### src/design/isr_pkg.sv
// Shared types, constants and the control store for the integer sixth root block.
// No dependencies; used by design/integer_sixth_root.sv.
`default_nettype none

package isr_pkg;

  localparam int unsigned PowerN   = 6;   // exponent of the root
  localparam int unsigned LimbW    = 32;  // width of one limb of the power accumulator
  localparam int unsigned NumLimbs = 5;   // 160-bit accumulator covers (2^22)^6
  localparam int unsigned LimbIdxW = 3;
  localparam int unsigned OperandW = 128;
  localparam int unsigned RootW    = 22;
  localparam int unsigned StepW    = 3;

  typedef enum logic [1:0] {
    UOP_LOAD,  // acc <= candidate
    UOP_MUL,   // acc <= acc * candidate, one limb a cycle
    UOP_CMP,   // keep candidate bit if acc <= operand, then loop or finish
    UOP_DONE   // hand the root to the output register
  } uop_e;

  typedef struct packed {
    uop_e                op;
    logic [LimbIdxW-1:0] last_limb;
  } ctrl_word_t;

  typedef logic [StepW-1:0] step_t;

  localparam step_t StepLoad = 3'd0;
  localparam step_t StepCmp  = 3'd6;
  localparam step_t StepDone = 3'd7;

  // One bit trial: load, five multiply passes sized to the growing power, compare.
  function automatic ctrl_word_t ucode(input step_t step);
    ctrl_word_t cw;
    cw.op        = UOP_DONE;
    cw.last_limb = '0;
    case (step)
      3'd0: begin cw.op = UOP_LOAD; cw.last_limb = 3'd0; end
      3'd1: begin cw.op = UOP_MUL;  cw.last_limb = 3'd1; end  // c^2 <  2^44
      3'd2: begin cw.op = UOP_MUL;  cw.last_limb = 3'd2; end  // c^3 <  2^66
      3'd3: begin cw.op = UOP_MUL;  cw.last_limb = 3'd2; end  // c^4 <  2^88
      3'd4: begin cw.op = UOP_MUL;  cw.last_limb = 3'd3; end  // c^5 <  2^110
      3'd5: begin cw.op = UOP_MUL;  cw.last_limb = 3'd4; end  // c^6 <  2^132
      3'd6: begin cw.op = UOP_CMP;  cw.last_limb = 3'd0; end
      3'd7: begin cw.op = UOP_DONE; cw.last_limb = 3'd0; end
      default: begin cw.op = UOP_DONE; cw.last_limb = 3'd0; end
    endcase
    return cw;
  endfunction

endpackage

`default_nettype wire

### src/design/integer_sixth_root.sv
// Integer sixth root: a zero or negative operand skips the bit search and goes straight to
// the result step. One transaction in flight; the next is accepted the cycle after the
// result is registered, so throughput is set by the single 32 x ROOT_BITS limb multiplier
// that the microcode steps through five power passes per root bit. Async active-low reset
// idles the sequencer and empties the output register.
`default_nettype none

module integer_sixth_root #(
  parameter int unsigned ROOT_BITS = 22
) (
  input  wire logic                          clk_i,
  input  wire logic                          rst_ni,
  input  wire logic                          in_valid_i,
  output logic                               in_stall_o,
  input  wire logic signed [63:0]            value_high_i,
  input  wire logic        [63:0]            value_low_i,
  output logic                               out_valid_o,
  input  wire logic                          out_stall_i,
  output logic [isr_pkg::RootW-1:0]          root_o
);

  localparam int unsigned BitW  = (ROOT_BITS > 1) ? $clog2(ROOT_BITS) : 1;
  localparam int unsigned ProdW = isr_pkg::LimbW + ROOT_BITS;
  localparam int unsigned AccW  = isr_pkg::NumLimbs * isr_pkg::LimbW;

  // Control state
  logic                                busy_q, busy_d;
  isr_pkg::step_t                      step_q, step_d;
  logic [isr_pkg::LimbIdxW-1:0]        limb_q, limb_d;
  logic [BitW-1:0]                     bit_q, bit_d;
  logic                                out_valid_q, out_valid_d;

  // Datapath
  logic [isr_pkg::NumLimbs-1:0][isr_pkg::LimbW-1:0] acc_q, acc_d;
  logic [ROOT_BITS-1:0]                carry_q, carry_d;
  logic [ROOT_BITS-1:0]                r_q, r_d;
  logic [isr_pkg::OperandW-1:0]        opnd_q, opnd_d;
  logic [isr_pkg::RootW-1:0]           root_q, root_d;

  isr_pkg::ctrl_word_t                 cw;
  logic [ROOT_BITS-1:0]                cand;
  logic [ProdW-1:0]                    prod;
  logic                                fits;
  logic                                in_xfer;
  logic                                out_free;
  logic                                nonpos;

  assign in_stall_o  = busy_q;
  assign out_valid_o = out_valid_q;
  assign root_o      = root_q;

  assign in_xfer  = in_valid_i && !busy_q;
  assign out_free = !out_valid_q || !out_stall_i;
  assign nonpos   = value_high_i[63] || ((value_high_i == '0) && (value_low_i == '0));

  assign cw   = isr_pkg::ucode(step_q);
  assign cand = r_q | (ROOT_BITS'(1) << bit_q);
  assign prod = ProdW'(acc_q[limb_q]) * ProdW'(cand) + ProdW'(carry_q);
  assign fits = AccW'(acc_q) <= AccW'(opnd_q);

  always_comb begin
    busy_d      = busy_q;
    step_d      = step_q;
    limb_d      = limb_q;
    bit_d       = bit_q;
    out_valid_d = out_valid_q;
    acc_d       = acc_q;
    carry_d     = carry_q;
    r_d         = r_q;
    opnd_d      = opnd_q;
    root_d      = root_q;

    // Drop the result once taken
    if (out_valid_q && !out_stall_i) begin
      out_valid_d = 1'b0;
    end

    if (in_xfer) begin
      busy_d = 1'b1;
      opnd_d = {value_high_i, value_low_i};
      r_d    = '0;
      bit_d  = BitW'(ROOT_BITS - 1);
      limb_d = '0;
      step_d = nonpos ? isr_pkg::StepDone : isr_pkg::StepLoad;
    end else if (busy_q) begin
      case (cw.op)
        isr_pkg::UOP_LOAD: begin
          acc_d    = '0;
          acc_d[0] = isr_pkg::LimbW'(cand);
          carry_d  = '0;
          limb_d   = '0;
          step_d   = step_q + isr_pkg::step_t'(1);
        end
        isr_pkg::UOP_MUL: begin
          acc_d[limb_q] = prod[isr_pkg::LimbW-1:0];
          if (limb_q == cw.last_limb) begin
            carry_d = '0;
            limb_d  = '0;
            step_d  = step_q + isr_pkg::step_t'(1);
          end else begin
            carry_d = prod[ProdW-1:isr_pkg::LimbW];
            limb_d  = limb_q + isr_pkg::LimbIdxW'(1);
          end
        end
        isr_pkg::UOP_CMP: begin
          if (fits) begin
            r_d = cand;
          end
          if (bit_q == '0) begin
            step_d = isr_pkg::StepDone;
          end else begin
            bit_d  = bit_q - BitW'(1);
            step_d = isr_pkg::StepLoad;
          end
        end
        isr_pkg::UOP_DONE: begin
          // Hold until the output register is free
          if (out_free) begin
            root_d      = isr_pkg::RootW'(r_q);
            out_valid_d = 1'b1;
            busy_d      = 1'b0;
          end
        end
        default: begin
          step_d = isr_pkg::StepDone;
        end
      endcase
    end
  end

  always_ff @(posedge clk_i or negedge rst_ni) begin
    if (!rst_ni) begin
      busy_q      <= 1'b0;
      step_q      <= isr_pkg::StepDone;
      limb_q      <= '0;
      bit_q       <= '0;
      out_valid_q <= 1'b0;
    end else begin
      busy_q      <= busy_d;
      step_q      <= step_d;
      limb_q      <= limb_d;
      bit_q       <= bit_d;
      out_valid_q <= out_valid_d;
    end
  end

  always_ff @(posedge clk_i) begin
    acc_q   <= acc_d;
    carry_q <= carry_d;
    r_q     <= r_d;
    opnd_q  <= opnd_d;
    root_q  <= root_d;
  end

  // A multiply pass never runs past its last limb
  assert property (@(posedge clk_i) disable iff (!rst_ni)
    (busy_q && (cw.op == isr_pkg::UOP_MUL)) |-> (limb_q <= cw.last_limb))
    else $error("limb index past end of multiply pass");

  // The sixth power fits in 6*ROOT_BITS bits when it is compared
  assert property (@(posedge clk_i) disable iff (!rst_ni)
    (busy_q && (step_q == isr_pkg::StepCmp)) |->
      ((AccW'(acc_q) >> (isr_pkg::PowerN * ROOT_BITS)) == '0))
    else $error("sixth power overflowed its width");

  // A negative operand skips straight to the result step
  assert property (@(posedge clk_i) disable iff (!rst_ni)
    (in_valid_i && !in_stall_o && value_high_i[63]) |=>
      (busy_q && (step_q == isr_pkg::StepDone)))
    else $error("negative operand did not bypass the search");

  // A result appears only out of the result step
  assert property (@(posedge clk_i) disable iff (!rst_ni)
    $rose(out_valid_o) |-> $past(busy_q && (step_q == isr_pkg::StepDone)))
    else $error("result raised outside the result step");

  // An accepted transaction blocks the input until its result is registered
  assert property (@(posedge clk_i) disable iff (!rst_ni)
    (in_valid_i && !in_stall_o) |=> in_stall_o)
    else $error("input not stalled after accept");

endmodule

`default_nettype wire

### config.mk
export PLATFORM = sky130hd
export DESIGN_NAME = integer_sixth_root
export DESIGN_NICKNAME = d
export VERILOG_FILES = /design/src/design/isr_pkg.sv /design/src/design/integer_sixth_root.sv
export SDC_FILE = /design/constraint.sdc
export NUM_CORES = 2
export LEC_CHECK = 0
export BUFFER_PORTS_ARGS = -buffer_cell sky130_fd_sc_hd__buf_2
export CAP_MARGIN = 10
export CORE_UTILIZATION = 69
export CTS_CLUSTER_DIAMETER = 60
export DETAILED_ROUTE_END_ITERATION = 8
export GPL_ROUTABILITY_DRIVEN = 0
export PLACE_DENSITY = 0.83
export SETUP_SLACK_MARGIN = 0.3
export SYNTH_ARGS = -nofsm -noshare
export SYNTH_HDL_FRONTEND = slang
export SYNTH_SLANG_ARGS = --single-unit
### constraint.sdc
create_clock -name clk_i -period 11.81 [get_ports clk_i]
set_input_delay 2.362 -clock clk_i [delete_from_list [all_inputs] [get_ports clk_i]]
set_output_delay 2.362 -clock clk_i [all_outputs]
set_load 0.005 [all_outputs]
==> impl_metrics.py <==
metrics = {
    "detailed_routing": {
        "wl_mm": 144,
        "drt_first_pass_iters": 9,
        "wl_per_cell_um": 25.9,
        "num_vias": 36364,
        "via_per_inst": 6.54,
        "ant_nets": 0,
        "drt_iter0_drc": 4858,
        "post-route-drc-count": 35,
    },
    "setup_path": {
        "cp_slowest_stage_delay_ps": 1030,
        "worstSetupPathType": "reg -> reg",
        "path_cells": "inv_1, buf_4, nand3_1, buf_4, o2111a_1, nand2_1, fa_1, fa_1, fa_1, inv_1, fa_1, fa_1, fa_1, inv_1, fa_1, inv_1, ha_1, a21oi_1, o211ai_1, nor3_1, o21ai_0, xor2_1, nand2_1, a21boi_0",
        "cpMostUsedCell": "fa_1",
        "crit_buf_inv": 6,
        "crit_family": "adder cells",
        "cp_max_fo": 26,
        "critPathCaptureType": "flop",
        "start_kind": "flop",
        "arrival_ps": 10390,
        "slowest_stage": "o2111a_1",
        "cp.required_ps": 12240,
    },
    "sta": {
        "period_share_pct": 84.3,
        "fmax_mhz": 100,
        "clock-skew-final_ps": 33.7,
        "rsz0062_at_grt": "false",
        "post-route-worst-setup-slack_ps": 1860,
        "layout_min_cycle_time_ps": 9950,
        "hold_violations": 0,
        "holdWs_ps": 508,
        "setup_viol": 0,
        "tns_ps": 0,
        "worst_pin_slew_ps": 1440,
        "slew_viol_final": 0,
        "slew_headroom_pct": 4.01,
    },
    "clock_tree": {
        "h-tree-depth": 2,
        "clockBufferDepth": 3,
        "numCtsBuffers": 45,
        "holdBufCountCts": 0,
        "cts_sinks": 367,
        "root_buffer": "clkbuf_16",
        "cts_resized": 0,
        "cts_tree": "yes",
        "cts_setup_buffers": 0,
        "clkLatencyLatePin_ps": 630,
        "clkTransAtPathRegs_ps": 70,
    },
    "grt": {
        "overflow": 0,
        "grt_pass1_vias": 36280,
        "grt_pass1_wl_mm": 215,
        "grt_util_all_layers_pct": 46.5,
        "grt_max_degree": 96,
        "antenna_found_initial": 12,
    },
    "yosys": {
        "syn_area_per_cell_um2": 9.32,
        "synth_fa_ha_area_share_pct": 38.4,
        "syn_inst": 4622,
        "ys_types": 78,
        "ys_ff_latch": 367,
        "synth_edf_count": 332,
        "synth_area_um2": 43100,
        "syn-num-nets": 5705,
        "ys_seq_area_share_pct": 24.9,
        "synth_compound_area_share_pct": 10.4,
        "async_reset_ff_share_pct": 3.54,
        "synth_top_family_by_area": "adder cells",
        "yosys.area_share.xor_xnor_pct": 0.854,
        "synth_simple_gate_area_share_pct": 14.5,
        "yosysWarnings": 0,
        "synth_flop_cell": "edfxtp_1",
        "synthMuxAreaShare_pct": 1.34,
    },
    "pwr": {
        "p_per_area_nw_per_um2": 266,
        "p_leak_uw": 0.0223,
        "ir_worst_vdd_mv": 0.354,
        "power_uw": 12300,
    },
    "die": {
        "die_w_um": 252,
        "die_y_um": 252,
        "num_io_pins": 156,
        "start_util_pct": 69.8,
        "coreArea_um2": 61700,
        "rows": 91,
        "dieArea_um2": 63400,
    },
    "place": {
        "hpwlAfterDp_mm": 108,
        "place_area_um2": 44700,
        "portBuffers": 155,
        "placement.setup.worst_slack_ps": 2400,
    },
    "status": {
        "status": "finished with violations",
        "violations": "design-rule violations",
    },
    "layout": {
        "syn2layout_area_growth_pct": 7.51,
        "nFillCells": 4366,
        "nets": 5759,
        "layout-drive-gt1-share_pct": 8.19,
        "fin_area_um2": 46300,
    },
    "hold_path": {
        "hold_path_class": "reg -> reg",
    },
    "run": {
        "drv_cap": 0,
    },
}
[per-stage QoR]
stage / util (%) / std cells
global route: 75.0 / 5551
CTS: 74.9 / 5548
detailed placement: 72.5 / 5465
floorplan: - / 4622
finish: 75.0 / 5560
global placement: 72.5 / 5465
[where the power goes]
| group | switching, uW | total, uW | internal (uW) |
|---|---|---|---|
| sequential | 478 | 2610 | 2130 |
| combinational | 5900 | 8250 | 2350 |
| clock | 632 | 1440 | 806 |
[cells in the mapped netlist (8+ instances only)]
cell        n  area, um^2
a21boi_0  123         923
a21o_1     73         548
a21oi_1   163         816
a221oi_1    8        70.1
a31oi_1    11        68.8
and2_1     19         119
and3_1     20         125
and4_1     13         114
buf_1      10        37.5
buf_2      39         195
clkbuf_1  179         672
dfrtp_1    10         250
dfxtp_1    22         440
edfxtp_1  332        9970
fa_1      618       12400
ha_1      333        4170
inv_1     845        3170
mux2_2     16         180
mux2i_1    35         350
nand2_1   775        2910
nand2b_1   11        68.8
nand3_1    63         315
nand4_1    59         369
nor2_1    392        1470
nor2b_1    13        81.3
nor3_1     31         155
nor4_1     53         332
o211a_1    31         310
o21a_1     26         195
o21ai_0   111         556
o21ai_1    10        50.1
o21bai_1    8        60.1
o31ai_1     8        60.1
or2_2       8        50.1
xnor2_1    25         219
xor2_1     17         149
[kinds of logic after synthesis]
group | after synthesis
adders and majority gates | 951
and+or+nand+nor | 1473
buffers and inverters | 1077
AOI/OAI and AO/OA | 659
xor gates and xnor gates | 42
DFF | 367
muxes | 53
[layer usage]
layer	vias up	wire length (um)	GRT usage [%]	share of wire (%)
li1	14977	-	-	-
met3	898	26100	21.6	18
met1	17330	47100	58.2	33
met5	-	160	0.772	0.11
met2	3143	59100	65.2	41
met4	16	11700	28.9	8.2
[final timing paths]
| path | start | endpoint | slack [ps] | depth (start not counted) |
|---|---|---|---|---|
| worst max-delay path | limb_q[0]$_DFFE_PN0P_ | acc_q[60]$_SDFFCE_PN0P_ | 1860 | 24 |
| worst min register to register | r_q[17]$_SDFFE_PP0P_ | root_o[17]$_DFFE_PP_ | 510 | 0 |
| max in group asynchronous | rst_ni | limb_q[0]$_DFFE_PN0P_ | 9750 | 1 |
| worst min-delay path | r_q[17]$_SDFFE_PP0P_ | root_o[17]$_DFFE_PP_ | 510 | 0 |
| min in group asynchronous | rst_ni | bit_q[1]$_DFFE_PN0P_ | 1700 | 1 |
| worst max register to register | limb_q[0]$_DFFE_PN0P_ | acc_q[60]$_SDFFCE_PN0P_ | 1860 | 24 |
[area by class of cell]
cell class	count	area (um^2)	share of cell area, %
diodes	11	27.5	0.0595
clock buffers	51	1160	2.50
clock inverters	32	339	0.732
inverters	845	3170	6.86
multi-input cells	3178	28400	61.3
flip-flops and latches	367	10700	23.2
well taps	837	1050	2.26
repair buffers	239	1430	3.08
[registers in the layout (all words and copies together), names as in the netlist]
signal	flops
acc_q	160
opnd_q	128
carry_q	22
r_q	22
root_o	22
bit_q	5
limb_q	3
step_q	3
in_stall_o	1
out_valid_o	1
[worst register-to-register path, stage by stage, from the launching register on]
cell and delay [ps]:
dfrtp_4 540, inv_1 300, buf_4 320, nand3_1 130
buf_4 360, o2111a_1 1040, nand2_1 230, fa_1 630
fa_1 460, fa_1 510, inv_1 50, fa_1 510
fa_1 550, fa_1 540, inv_1 60, fa_1 530
inv_1 40, ha_1 380, a21oi_1 440, o211ai_1 160
nor3_1 580, o21ai_0 260, xor2_1 800, nand2_1 100
a21boi_0 230
[cell usage in the layout (no fill, tap or decap), drive strengths merged, types with 21 or more instances in the layout]
master	n
nand2	775
dfxtp	22
nand4	59
nor2	392
a21o	73
a21oi	167
ha	333
o21a	26
nor3	32
o21ai	123
a21boi	127
buf	239
o211a	31
clkbuf	51
nor4	54
inv	851
mux2i	35
edfxtp	332
fa	618
xnor2	25
clkinv	21
nand3	63
No activity file was read; power rests on OpenSTA's default activity.
